--- src/rtl/clcd_pkg.sv ---
// package: types, codes, constants and helpers of the character lcd write sequencer
package clcd_pkg;

   localparam int SEQ_DEPTH_DEFAULT = 5;
   localparam int MAX_BURST         = 5;
   localparam int CMD_W             = 3;
   localparam int TICK_W            = 16;
   localparam int CSR_INDEX_W       = 2;

   typedef enum logic [2:0] {
      PH_IDLE   = 3'd0,
      PH_POWER  = 3'd1,
      PH_UPPER  = 3'd2,
      PH_GAP    = 3'd3,
      PH_LOWER  = 3'd4,
      PH_SETTLE = 3'd5
   } phase_type;

   typedef enum logic [CMD_W-1:0] {
      CMD_TICK          = 3'd0,
      CMD_WRITE_COMMAND = 3'd1,
      CMD_WRITE_DATA    = 3'd2,
      CMD_INIT          = 3'd3,
      CMD_CLEAR         = 3'd4,
      CMD_SET_CURSOR    = 3'd5,
      CMD_HEX           = 3'd6
   } command_type;

   typedef enum logic [CSR_INDEX_W-1:0] {
      CSR_ENABLE_PULSE = 2'd0,
      CSR_NIBBLE_GAP   = 2'd1,
      CSR_BYTE_SETTLE  = 2'd2,
      CSR_POWER_ON     = 2'd3
   } csr_index_type;

   // bit 8 register select, bits 7..0 byte
   typedef logic [8:0] entry_type;

   localparam logic [TICK_W-1:0] ENABLE_PULSE_RESET = 16'd1;
   localparam logic [TICK_W-1:0] NIBBLE_GAP_RESET   = 16'd200;
   localparam logic [TICK_W-1:0] BYTE_SETTLE_RESET  = 16'd2000;
   localparam logic [TICK_W-1:0] POWER_ON_RESET     = 16'd20000;

   localparam logic [7:0] LCD_RETURN_HOME = 8'h02;
   localparam logic [7:0] LCD_FUNC_SET    = 8'h28;
   localparam logic [7:0] LCD_DISPLAY_ON  = 8'h0C;
   localparam logic [7:0] LCD_ENTRY_MODE  = 8'h06;
   localparam logic [7:0] LCD_CLR_DISPLAY = 8'h01;
   localparam logic [7:0] LCD_ROW0_ADDR   = 8'h80;
   localparam logic [7:0] LCD_ROW1_ADDR   = 8'hC0;

   // ascii hex digit of a nibble, upper case
   function automatic logic [7:0] hex_char(input logic [3:0] d);
      logic [7:0] c;
      if (d < 4'd10) begin
         c = 8'h30 + {4'd0, d};
      end else begin
         c = 8'h37 + {4'd0, d};
      end
      return c;
   endfunction

endpackage

--- src/rtl/char_lcd_4bit_write_sequencer.sv ---
// top level: four-bit character lcd write sequencer
//
// req channel: one transaction per item. command 0 is a tick from the timebase,
// commands 1 to 6 are requests (write command, write data, init, clear,
// set cursor, hex). A request made while the sequencer is busy is refused.
// rsp channel: exactly one transaction per req transaction, in order, showing
// the lcd pin levels, pins_driven and busy after that item, plus accepted.
// csr port: timing registers in ticks; the user writes them only while idle, the block does not enforce it.
// A req transaction passes the input register, then the result register,
// before it leaves on rsp. Throughput: one item per cycle while rsp_stall
// is low; the whole state update is one pass of logic between both registers.
// When rsp_stall is high the result register holds; the input register still
// takes one more item, then req_stall rises until the result is taken.
// Reset clears the sequencer to idle with the pins low and the timing registers
// at their defaults; no rsp transaction is pending after reset.
module char_lcd_4bit_write_sequencer #(
   parameter int SEQUENCE_DEPTH = clcd_pkg::SEQ_DEPTH_DEFAULT
) (
   input  logic                             clock,
   input  logic                             reset,
   input  logic                             req_valid,
   output logic                             req_stall,
   input  logic [clcd_pkg::CMD_W-1:0]       req_command,
   input  logic [7:0]                       req_value,
   input  logic [1:0]                       req_row,
   input  logic [4:0]                       req_column,
   output logic                             rsp_valid,
   input  logic                             rsp_stall,
   output logic [3:0]                       rsp_data_nibble,
   output logic                             rsp_register_select,
   output logic                             rsp_enable,
   output logic                             rsp_pins_driven,
   output logic                             rsp_busy_res,
   output logic                             rsp_accepted,
   input  logic                             csr_write_enable,
   input  logic [clcd_pkg::CSR_INDEX_W-1:0] csr_index,
   input  logic [clcd_pkg::TICK_W-1:0]      csr_write_data
);
   import clcd_pkg::*;

   localparam int CNT_W = $clog2(SEQUENCE_DEPTH + 1);
   localparam int SLOTS = (SEQUENCE_DEPTH > MAX_BURST) ? SEQUENCE_DEPTH : MAX_BURST;
   localparam logic [3:0] DEPTH_CNT = 4'(SEQUENCE_DEPTH);

   // timing registers
   logic [TICK_W-1:0] pulse_ff, gap_ff, settle_ff, power_ff;

   // input stage
   logic        s1_valid_ff, s1_valid_in;
   command_type s1_cmd_ff;
   logic [7:0]  s1_value_ff;
   logic [1:0]  s1_row_ff;
   logic [4:0]  s1_column_ff;
   logic        req_take;
   logic        advance;

   // sequencer state
   phase_type         phase_ff, phase_in;
   logic [TICK_W-1:0] wait_ff, wait_in;
   logic [CNT_W-1:0]  rem_ff, rem_in;
   logic [3:0]        nibble_ff, nibble_in;
   logic              select_ff, select_in;
   logic              port_en_ff, port_en_in;
   entry_type         queue_ff [SEQUENCE_DEPTH];
   entry_type         queue_in [SEQUENCE_DEPTH];

   // result register
   logic       rsp_valid_ff, rsp_valid_in;
   logic [3:0] rsp_nibble_ff;
   logic       rsp_select_ff, rsp_enable_ff, rsp_pins_ff, rsp_busy_ff, rsp_acc_ff;
   logic       acc;

   // request decode
   entry_type  burst [SLOTS];
   logic [3:0] burst_len;
   logic [3:0] burst_n;
   logic       burst_ok;

   assign advance   = s1_valid_ff && (!rsp_valid_ff || !rsp_stall);
   assign req_stall = s1_valid_ff && !advance;
   assign req_take  = req_valid && !req_stall;

   assign s1_valid_in  = req_take || (s1_valid_ff && !advance);
   assign rsp_valid_in = advance || (rsp_valid_ff && rsp_stall);

   always_ff @(posedge clock) begin
      if (reset) begin
         pulse_ff  <= ENABLE_PULSE_RESET;
         gap_ff    <= NIBBLE_GAP_RESET;
         settle_ff <= BYTE_SETTLE_RESET;
         power_ff  <= POWER_ON_RESET;
      end else if (csr_write_enable) begin
         case (csr_index_type'(csr_index))
            CSR_ENABLE_PULSE: pulse_ff  <= csr_write_data;
            CSR_NIBBLE_GAP:   gap_ff    <= csr_write_data;
            CSR_BYTE_SETTLE:  settle_ff <= csr_write_data;
            CSR_POWER_ON:     power_ff  <= csr_write_data;
            default: ;
         endcase
      end
   end

   always_ff @(posedge clock) begin
      if (reset) begin
         s1_valid_ff  <= 1'b0;
         rsp_valid_ff <= 1'b0;
      end else begin
         s1_valid_ff  <= s1_valid_in;
         rsp_valid_ff <= rsp_valid_in;
      end
   end

   always_ff @(posedge clock) begin
      if (req_take) begin
         s1_cmd_ff    <= command_type'(req_command);
         s1_value_ff  <= req_value;
         s1_row_ff    <= req_row;
         s1_column_ff <= req_column;
      end
   end

   // bytes a request sends
   always_comb begin
      for (int i = 0; i < SLOTS; i++) begin
         burst[i] = '0;
      end
      burst_len = 4'd0;
      burst_ok  = 1'b1;
      case (s1_cmd_ff)
         CMD_WRITE_COMMAND: begin
            burst[0]  = {1'b0, s1_value_ff};
            burst_len = 4'd1;
         end
         CMD_WRITE_DATA: begin
            burst[0]  = {1'b1, s1_value_ff};
            burst_len = 4'd1;
         end
         CMD_INIT: begin
            burst[0]  = {1'b0, LCD_RETURN_HOME};
            burst[1]  = {1'b0, LCD_FUNC_SET};
            burst[2]  = {1'b0, LCD_DISPLAY_ON};
            burst[3]  = {1'b0, LCD_ENTRY_MODE};
            burst[4]  = {1'b0, LCD_CLR_DISPLAY};
            burst_len = 4'd5;
         end
         CMD_CLEAR: begin
            burst[0]  = {1'b0, LCD_CLR_DISPLAY};
            burst[1]  = {1'b0, LCD_RETURN_HOME};
            burst_len = 4'd2;
         end
         CMD_SET_CURSOR: begin
            burst[0]  = {1'b0, (s1_row_ff[0] ? LCD_ROW1_ADDR : LCD_ROW0_ADDR)
                               | {4'd0, s1_column_ff[3:0]}};
            burst_len = 4'd1;
            burst_ok  = (s1_row_ff <= 2'd1) && !s1_column_ff[4];
         end
         CMD_HEX: begin
            burst[0]  = {1'b1, hex_char(s1_value_ff[7:4])};
            burst[1]  = {1'b1, hex_char(s1_value_ff[3:0])};
            burst_len = 4'd2;
         end
         default: burst_ok = 1'b0;
      endcase
      burst_n = (burst_len > DEPTH_CNT) ? DEPTH_CNT : burst_len;
   end

   // next state and result
   always_comb begin
      phase_in   = phase_ff;
      wait_in    = wait_ff;
      rem_in     = rem_ff;
      nibble_in  = nibble_ff;
      select_in  = select_ff;
      port_en_in = port_en_ff;
      acc        = 1'b0;
      for (int i = 0; i < SEQUENCE_DEPTH; i++) begin
         queue_in[i] = queue_ff[i];
      end
      if (advance) begin
         if (s1_cmd_ff == CMD_TICK) begin
            if (phase_ff != PH_IDLE) begin
               if (wait_ff > 16'd1) begin
                  wait_in = wait_ff - 16'd1;
               end else begin
                  case (phase_ff)
                     PH_POWER: begin
                        select_in = queue_ff[0][8];
                        nibble_in = queue_ff[0][7:4];
                        phase_in  = PH_UPPER;
                        wait_in   = pulse_ff;
                     end
                     PH_UPPER: begin
                        phase_in = PH_GAP;
                        wait_in  = gap_ff;
                     end
                     PH_GAP: begin
                        nibble_in = queue_ff[0][3:0];
                        phase_in  = PH_LOWER;
                        wait_in   = pulse_ff;
                     end
                     PH_LOWER: begin
                        phase_in = PH_SETTLE;
                        wait_in  = settle_ff;
                     end
                     PH_SETTLE: begin
                        if (rem_ff > CNT_W'(1)) begin
                           for (int i = 0; i < SEQUENCE_DEPTH - 1; i++) begin
                              queue_in[i] = queue_ff[i + 1];
                           end
                           rem_in    = rem_ff - CNT_W'(1);
                           select_in = queue_ff[1][8];
                           nibble_in = queue_ff[1][7:4];
                           phase_in  = PH_UPPER;
                           wait_in   = pulse_ff;
                        end else begin
                           phase_in = PH_IDLE;
                           wait_in  = '0;
                           rem_in   = '0;
                        end
                     end
                     default: phase_in = PH_IDLE;
                  endcase
               end
            end
         end else if (phase_ff == PH_IDLE && burst_ok) begin
            acc = 1'b1;
            for (int i = 0; i < SEQUENCE_DEPTH; i++) begin
               queue_in[i] = burst[i];
            end
            rem_in = CNT_W'(burst_n);
            if (s1_cmd_ff == CMD_INIT) begin
               port_en_in = 1'b1;
               phase_in   = PH_POWER;
               wait_in    = power_ff;
            end else begin
               select_in = burst[0][8];
               nibble_in = burst[0][7:4];
               phase_in  = PH_UPPER;
               wait_in   = pulse_ff;
            end
         end
      end
   end

   always_ff @(posedge clock) begin
      if (reset) begin
         phase_ff   <= PH_IDLE;
         wait_ff    <= '0;
         rem_ff     <= '0;
         nibble_ff  <= '0;
         select_ff  <= 1'b0;
         port_en_ff <= 1'b0;
      end else begin
         phase_ff   <= phase_in;
         wait_ff    <= wait_in;
         rem_ff     <= rem_in;
         nibble_ff  <= nibble_in;
         select_ff  <= select_in;
         port_en_ff <= port_en_in;
      end
   end

   always_ff @(posedge clock) begin
      for (int i = 0; i < SEQUENCE_DEPTH; i++) begin
         queue_ff[i] <= queue_in[i];
      end
   end

   always_ff @(posedge clock) begin
      if (advance) begin
         rsp_nibble_ff <= nibble_in;
         rsp_select_ff <= select_in;
         rsp_enable_ff <= (phase_in == PH_UPPER) || (phase_in == PH_LOWER);
         rsp_pins_ff   <= port_en_in;
         rsp_busy_ff   <= (phase_in != PH_IDLE);
         rsp_acc_ff    <= acc;
      end
   end

   assign rsp_valid           = rsp_valid_ff;
   assign rsp_data_nibble     = rsp_nibble_ff;
   assign rsp_register_select = rsp_select_ff;
   assign rsp_enable          = rsp_enable_ff;
   assign rsp_pins_driven     = rsp_pins_ff;
   assign rsp_busy_res        = rsp_busy_ff;
   assign rsp_accepted        = rsp_acc_ff;

endmodule

--- config.mk ---
export PLATFORM = sky130hd
export DESIGN_NAME = char_lcd_4bit_write_sequencer
export DESIGN_NICKNAME = d
export VERILOG_FILES = /design/src/rtl/clcd_pkg.sv /design/src/rtl/char_lcd_4bit_write_sequencer.sv
export SDC_FILE = /design/constraint.sdc
export NUM_CORES = 1
export LEC_CHECK = 0
export ABC_AREA = 0
export BUFFER_PORTS_ARGS = -buffer_cell sky130_fd_sc_hd__buf_2
export CORE_MARGIN = 10
export CORE_UTILIZATION = 34
export CTS_CLUSTER_SIZE = 12
export DETAILED_ROUTE_END_ITERATION = 8
export GPL_ROUTABILITY_DRIVEN = 1
export GPL_TIMING_DRIVEN = 1
export PLACE_DENSITY_LB_ADDON = 0.1
export SLEW_MARGIN = 20
export SYNTH_ARGS = -nofsm -noshare
export SYNTH_HDL_FRONTEND = slang
export SYNTH_SLANG_ARGS = --single-unit
--- constraint.sdc ---
create_clock -name clock -period 3.7 [get_ports clock]
set_input_delay 0.37 -clock clock [delete_from_list [all_inputs] [get_ports clock]]
set_output_delay 0.37 -clock clock [all_outputs]
set_load 0.05 [all_outputs]
* Word-level counts from Yosys, hierarchy flattened
Memory sizes are Yosys's and may differ from the RTL's.
Index checks and enable logic that the tools add are counted.
** Operators by class
- $add $sub $neg :: 6
- Multiply operators :: 0
- Div/mod/pow operators :: 0
- Order comparisons :: 6
- Equal/unequal tests :: 20
- Shift-type cells :: 0
- Muxes and demuxes :: 59
- Bitwise logic cells :: 1
- Reductions and logical operators :: 31
** Operators by type and width (count)
- $mux W36 :: 5
- $mux W16 :: 6
- $mux W45 :: 2
- $pmux W16 S4 :: 1
- $pmux W9 S6 :: 1
- $mux W3 :: 12
- $add A6 B4 Y7 const A :: 4
- $mux W4 :: 7
- $pmux W9 S3 :: 1
- $mux W22 :: 1
- $mux W7 :: 3
- $eq A3 B3 Y1 const B :: 6
- $gt A16 B1 Y1 const B :: 1
- $sub A16 B1 Y16 const B :: 1
- $eq A3 B2 Y1 const B :: 5
- $pmux W3 S5 :: 1
- $mux W1 :: 12
- $pmux W4 S3 :: 1
- $mux W9 :: 1
- $pmux W3 S3 :: 1
- $lt A4 B4 Y1 const B :: 2
- $or A8 B4 Y8 :: 1
- $reduce_and A2 Y1 :: 4
- $eq A3 B1 Y1 const B :: 2
- 23 further kinds :: 42
** Storage, ports and cells
- Bits in registers :: 121
- Bits in latches :: 0
- Bits in writable memories :: 45
- ROM bits :: 0
- Output and inout port bits :: 11
- Logic and storage cells :: 146
- Memories :: 1
** Memory list
- queue_ff :: depth 5, bits a word 9, rd ports 5, clocked after Yosys merged registers in 0, write ports 5, line char_lcd_4bit_write_sequencer.sv:64 : entry_type queue_ff [SEQUENCE_DEPTH];

* Longest topological paths before layout
Gate-level depths: netlist (run 1).
- Depth after elaboration :: 9
- Gate-level depth with buffers :: 11
- Gate-level depth less buffers :: 9

* Worst setup path after synthesis (run 1)
No wires, ideal clock.
- Path type :: reg-to-reg
- From :: register wait_ff[6] (netlist name)
- To :: memory queue_ff[0][0] (netlist bit) (enable)
- Library setup time :: 0.409 ns
- Data arrival time :: 3.208 ns
- Required time :: 3.291 ns
- Path slack :: 0.083 ns
- Cell stages (with the launch flop) :: 9
- Path buffers :: 2
- Period minus slack after synthesis :: 3.617 ns
- Cells stage by stage :: dfxtp_1 -> or4_1 -> buf_6 -> nor4b_4 -> nand2_1 -> clkbuf_1 -> nor3_1 -> nand3_1 -> o22ai_1
** RTL lines (line)
- to (decl) :: char_lcd_4bit_write_sequencer.sv:64

==> results_dict.tcl, run 1 <==
set metrics [dict create \
    status "finished, final reports clean" \
    final_max_slew_viol_count 0 \
    fp.dieW_um 163 \
    crit_required_ns 3.75 \
    max_freq_mhz 316 \
    cp-start-kind "flop" \
    worstPathMaxFanout 22 \
    worst_slew_margin_rel_pct 33.9 \
    cp_slowest_cell "or4_1" \
    boundaryPins 52 \
    p_total_w 0.00396 \
    worstPathArrival_ns 3.22 \
    drive_above_1_share_pct 13.2 \
    synth_warnings 0 \
    slowest_delay_ns 0.70 \
    syn_area_per_cell_um2 8.26 \
    worstMarginPinSlew_ns 0.987 \
    synth_seq_cells 144 \
    reg2reg_from "wait_ff[6]$_SDFFE_PP0P_" \
    startpoint "wait_ff[6]$_SDFFE_PP0P_" \
    floorplan.initialDensity_pct 34.6 \
    num-fill-cells 2062 \
    grt_overflow_total 0 \
    crit_chain "or4_1 -> nor4b_4 -> nand3_1 -> a221oi_1 -> o22ai_1 -> o22ai_4" \
    netlist_instances 847 \
    ff2ff_path_depth 6 \
    ctsHoldBuffers 0 \
    synthesis.area_um2 6990 \
    hp-class "primary input to flop" \
    routed_via_density 5.27 \
    syn_nets 894 \
    hpwl_um 13900 \
    routedWlPerCell_um 17.5 \
    drc_errors 0 \
    area_delta_synth_final_pct 15.8 \
    track_usage_pct 15.2 \
    cts_root_buffer "clkbuf_16" \
    power.leakage_nw 2.98 \
    clk_path_buf_depth 2 \
    cts_sinks 144 \
    ys_top_cells_by_count "208 x nand2_1, 98 x a21oi_1, 94 x dfxtp_1, 54 x nor2_1, 52 x clkbuf_1" \
    numCtsBuffers 17 \
    synth_top_area_share_pct 26.9 \
    peakVddDrop_mv 0.320 \
    cts_setup_buffers 0 \
    grt_pass1_wl_um 32300 \
    cts_resized 0 \
    vias 6131 \
    cts_tree "yes" \
    seq_area_frac_synth_pct 48.4 \
    cts_max_level 4 \
    yosys-top-cells-area "dfxtp_1 27%, edfxtp_1 21%, nand2_1 11%" \
    rsz0062_at_grt "no" \
    yosysTopAreaCell "dfxtp_1" \
    grt_pass1_vias 5900 \
    setup_ws_ns 0.536 \
    crit_type "flop to flop" \
    first_iter_violations 472 \
    diodes 0 \
    num_rows 52 \
    pre_cts_slack_ns 0.264 \
    portBuffers 51 \
    end_kind "flop" \
    multi_input_area_um2 3340 \
    hold_viol_final 0 \
    ys_types 60 \
    seq_area_um2 3380 \
    reg2reg_to "queue_ff[0][17]$_SDFFCE_PP0P_" \
    min_period_over_period_pct 85.5 \
    wl_um 20300 \
    grt_max_degree 49 \
    timing.max_cap.violations 0 \
    coreArea_um2 20200 \
    gp_congestion 0.810 \
    finClkSkew_ns 0.0127 \
    drtAntennaViolNets 0 \
    die_h_um 163 \
    clk_latency_ns 0.43 \
    min_period_ns 3.16 \
    design.die.area_um2 26700 \
    tns_ns 0 \
    r2r_slack_ns 0.54 \
    dr.pass1.iters 5 \
    synth_ff_type "dfxtp_1" \
    clkTransAtPathRegs_ns 0.06 \
    endpoint "queue_ff[0][17]$_SDFFCE_PP0P_" \
    synth.most_common_cell "nand2_1" \
    final_nets 927 \
    setup_viol 0 \
    antenna_found_initial 0 \
    power.density_nw_per_um2 488 \
    synth-async-reset-ratio_pct 0 \
    synth-edff-count 50 \
    post-route-util_pct 40.0 \
]
state kept, by name, indices dropped and copies added, names as in the netlist, 4 cells and up:
register and count:
s1_value_ff 8, queue_ff 23, power_ff 16, s1_column_ff 5, wait_ff 16, nibble_ff 4, settle_ff 16, gap_ff 16
pulse_ff 16, rsp_data_nibble 4
routing by layer:
| metal | routed length, µm | global-route usage, % | vias to the layer above |
|---|---|---|---|
| li1 | - | - | 3043 |
| met1 | 10000 | 21.5 | 2904 |
| met2 | 8620 | 21.9 | 167 |
| met3 | 1380 | 4.25 | 17 |
| met4 | 240 | 4.92 | 0 |
| met5 | 0 | 0 | - |
layout make-up:
class / count / share of cell area (%)
inverters: 16 / 0.741
flip-flops and latches: 144 / 41.8
multi-input cells: 629 / 41.2
repair buffers: 72 / 5.10
clock buffers: 18 / 5.30
well taps: 270 / 4.17
clock inverters: 14 / 1.73
critical path, delay by kind of cell, from the launching register on:
family          cells  cell delay (ns)
simple gates        3             1.25
flops               1             0.36
compound gates      3             1.16
power breakdown:
group | switching (W) | internal [W]
clock network | 0.000689 | 0.000988
registers | 0.0000443 | 0.00171
logic | 0.000343 | 0.000179
kinds of logic after synthesis:
logic type	share of synthesized area, %
and+or+nand+nor	24.8
AOI/OAI and AO/OA	19.5
DFF	48.4
buffers and inverters	4.19
xor gates and xnor gates	1.25
adders and majority gates	1.22
muxes	0.590
cells in the final DEF, fill, tap and decap left out, types with 5 or more instances in the layout:
| cell | count |
|---|---|
| nand2_1 | 208 |
| a21oi_1 | 98 |
| dfxtp_1 | 94 |
| nor2_1 | 54 |
| buf_2 | 51 |
| edfxtp_1 | 50 |
| o21ai_0 | 40 |
| nor3_1 | 24 |
| buf_4 | 21 |
| o22ai_1 | 19 |
| a31oi_1 | 18 |
| clkbuf_16 | 17 |
| nand3b_1 | 16 |
| inv_1 | 15 |
| nor2b_1 | 14 |
| nand3_1 | 14 |
| a211o_1 | 10 |
| or3_1 | 9 |
| xnor2_1 | 7 |
| a22oi_1 | 7 |
| or2_2 | 6 |
| and2_1 | 6 |
| ha_1 | 6 |
| nand2b_1 | 5 |
| a22o_1 | 5 |
worst min path at each step:
stage                               from  slack (ns)  cells past startpoint                   endpoint
6_report                   req_column[1]        0.12                      1  s1_column_ff[1]$_DFFE_PP_
5_1_grt                     req_value[7]        0.10                      1   s1_value_ff[7]$_DFFE_PP_
4_1_cts                    req_column[1]        0.10                      1  s1_column_ff[1]$_DFFE_PP_
3_5_place_dp   power_ff[13]$_SDFFE_PP0P_        0.45                      2  power_ff[13]$_SDFFE_PP0P_
3_3_place_gp   power_ff[13]$_SDFFE_PP0P_        0.44                      2  power_ff[13]$_SDFFE_PP0P_
2_1_floorplan    gap_ff[13]$_SDFFE_PP0P_        0.44                      2    gap_ff[13]$_SDFFE_PP0P_
stage by stage:
stage,instance area (µm²),std cells,hold WS (ns)
after floorplan,6990,847,0.436
after global placement,7530,1131,0.444
after detailed placement,7530,1131,0.447
after CTS,8100,1163,0.103
after global routing,8100,1163,0.105
final,8100,1163,0.122
Note: power is estimated with default switching activity, not from simulation.
==> run 2: changes to the inputs <==
--- a/config.mk
+++ b/config.mk
@@ -7,13 +7,12 @@
 export LEC_CHECK = 0
 export ABC_AREA = 0
 export BUFFER_PORTS_ARGS = -buffer_cell sky130_fd_sc_hd__buf_2
-export CORE_MARGIN = 10
+export CORE_MARGIN = 2
 export CORE_UTILIZATION = 34
 export CTS_CLUSTER_SIZE = 12
 export DETAILED_ROUTE_END_ITERATION = 8
 export GPL_ROUTABILITY_DRIVEN = 1
 export GPL_TIMING_DRIVEN = 1
-export PLACE_DENSITY_LB_ADDON = 0.1
 export SLEW_MARGIN = 20
 export SYNTH_ARGS = -nofsm -noshare
 export SYNTH_HDL_FRONTEND = slang
==> run 2 against run 1 <==
Compared with the run above:
- via count fell by 0.86%
- clock skew is 0.0042 ns lower
- global-route usage rose by 1.9 points
- combinational power shrank 0.8%
- fmax up 4.5%
- register-to-register slack improved by 0.14 ns
- worst setup slack gained 0.14 ns
- power increased by 2.1%
- core utilization rose by 0.30 points
- routed wire length is 9.0% lower
- largest cell class unchanged
==> results_dict.tcl, run 2 (synthesis gave the netlist of run 1 again) <==
set metrics [dict create \
    status "finished, final reports clean" \
    rsz0062_at_grt "no" \
    crit_required_ns 3.76 \
    grt_pass1_vias 5738 \
    ctsHoldBuffers 0 \
    drive_above_1_share_pct 13.4 \
    tns_ns 0 \
    diodes 0 \
    power.switching_w 0.00108 \
    finClkSkew_ns 0.00843 \
    largest_reg_flops 23 \
    fp.dieW_um 147 \
    min_period_ns 3.03 \
    power.leakage_nw 3.03 \
    coreArea_um2 20200 \
    cts_setup_buffers 0 \
    p_total_w 0.00404 \
    worst_slew_margin_rel_pct 42.8 \
    end_kind "flop" \
    internal-power_w 0.00296 \
    boundaryPins 52 \
    grt_pass1_wl_um 29800 \
    clk_path_buf_depth 2 \
    pwr-share-comb_pct 12.8 \
    timing.max_cap.violations 0 \
    vias 6078 \
    power.density_nw_per_um2 495 \
    final_max_slew_viol_count 0 \
    area_delta_synth_final_pct 16.7 \
    hold_viol_final 0 \
    pre_cts_slack_ns 0.425 \
    cts_max_level 4 \
    min_period_over_period_pct 81.8 \
    gp_congestion 0.816 \
    grt_max_degree 46 \
    mostFrequentLayoutCells "208 x nand2_1, 98 x a21oi_1, 94 x dfxtp_1" \
    worstPathArrival_ns 3.08 \
    antenna_found_initial 0 \
    seqPwrFrac_pct 43.5 \
    cts_root_buffer "clkbuf_16" \
    num_rows 52 \
    track_usage_pct 17.2 \
    worstMarginPinSlew_ns 0.859 \
    drtAntennaViolNets 0 \
    worstPathMaxFanout 22 \
    design.die.area_um2 21700 \
    clockPowerShare_pct 43.7 \
    setup_viol 0 \
    dr.pass1.iters 5 \
    floorplan.initialDensity_pct 34.6 \
    switching_share_pct 26.6 \
    final_nets 929 \
    max_freq_mhz 330 \
    cp-start-kind "flop" \
    routed_via_density 5.22 \
    cts_resized 0 \
    peakVddDrop_mv 0.307 \
    hp-class "primary input to flop" \
    first_iter_violations 471 \
    layout_commonest_cell "nand2_1" \
    cts_tree "yes" \
    crit_type "flop to flop" \
    clkTransAtPathRegs_ns 0.06 \
    numCtsBuffers 17 \
    regMostFlops "queue_ff" \
    routedWlPerCell_um 15.9 \
    setup_ws_ns 0.673 \
    die_h_um 147 \
    drc_errors 0 \
    wl_um 18500 \
    hpwl_um 12400 \
    cts_sinks 144 \
    clk_latency_ns 0.43 \
    portBuffers 51 \
    timing.hold.ws_ns 0.113 \
    grt_overflow_total 0 \
]
[run 2: critical path, stage by stage, from the launching register on]
cell and delay (ns):
dfxtp_1 0.35, or4_1 0.61, nor4b_4 0.39, nand3_1 0.12, a221oi_1 0.29, o22ai_1 0.25
o22ai_4 0.62
[run 2: path summary, 6_finish.rpt]
check,end,start,slack (ns),cells after the start
worst max-delay path,queue_ff[0][4]$_DFFE_PP_,wait_ff[6]$_SDFFE_PP0P_,0.67,6
worst max register to register,queue_ff[0][4]$_DFFE_PP_,wait_ff[6]$_SDFFE_PP0P_,0.67,6
worst min register to register,gap_ff[2]$_SDFFE_PP0P_,gap_ff[2]$_SDFFE_PP0P_,0.46,2
worst min-delay path,s1_row_ff[1]$_DFFE_PP_,req_row[1],0.11,1
[run 2: metrics by stage]
stage / utilization [%] / instance area, µm² / instances
after floorplan: - / 6990 / 847
after global placement: 37.3 / 7540 / 1133
after detailed placement: 37.3 / 7540 / 1133
after CTS: 40.3 / 8150 / 1165
after global routing: 40.3 / 8160 / 1165
final: 40.3 / 8160 / 1165
[run 2: layer usage]
layer / part of all wire, % / global-route usage (%) / up-vias
li1: - / - / 3060
met1: 49 / 24.2 / 2816
met2: 44 / 26.2 / 171
met3: 4.6 / 2.99 / 31
met4: 2.5 / 7.12 / 0
met5: 0 / 0 / -
[run 2: area by class of cell]
type / instances / area, µm²
Fill cell: 2021 / 12100
Sequential cell: 144 / 3380
Multi-Input combinational cell: 629 / 3350
Clock buffer: 19 / 475
Timing Repair Buffer: 74 / 428
Tap cell: 270 / 338
Clock inverter: 13 / 131
Inverter: 16 / 60.1
[run 2: power by group through the flow]
stage	combinational, W	sequential, W	clock, W
5_1_grt	0.000571	0.00176	0.00185
4_1_cts	0.000515	0.00176	0.00179
6_report	0.000518	0.00176	0.00176
3_3_place_gp	0.000509	0.00179	0
3_5_place_dp	0.000512	0.00179	0
2_1_floorplan	0.000348	0.00179	0
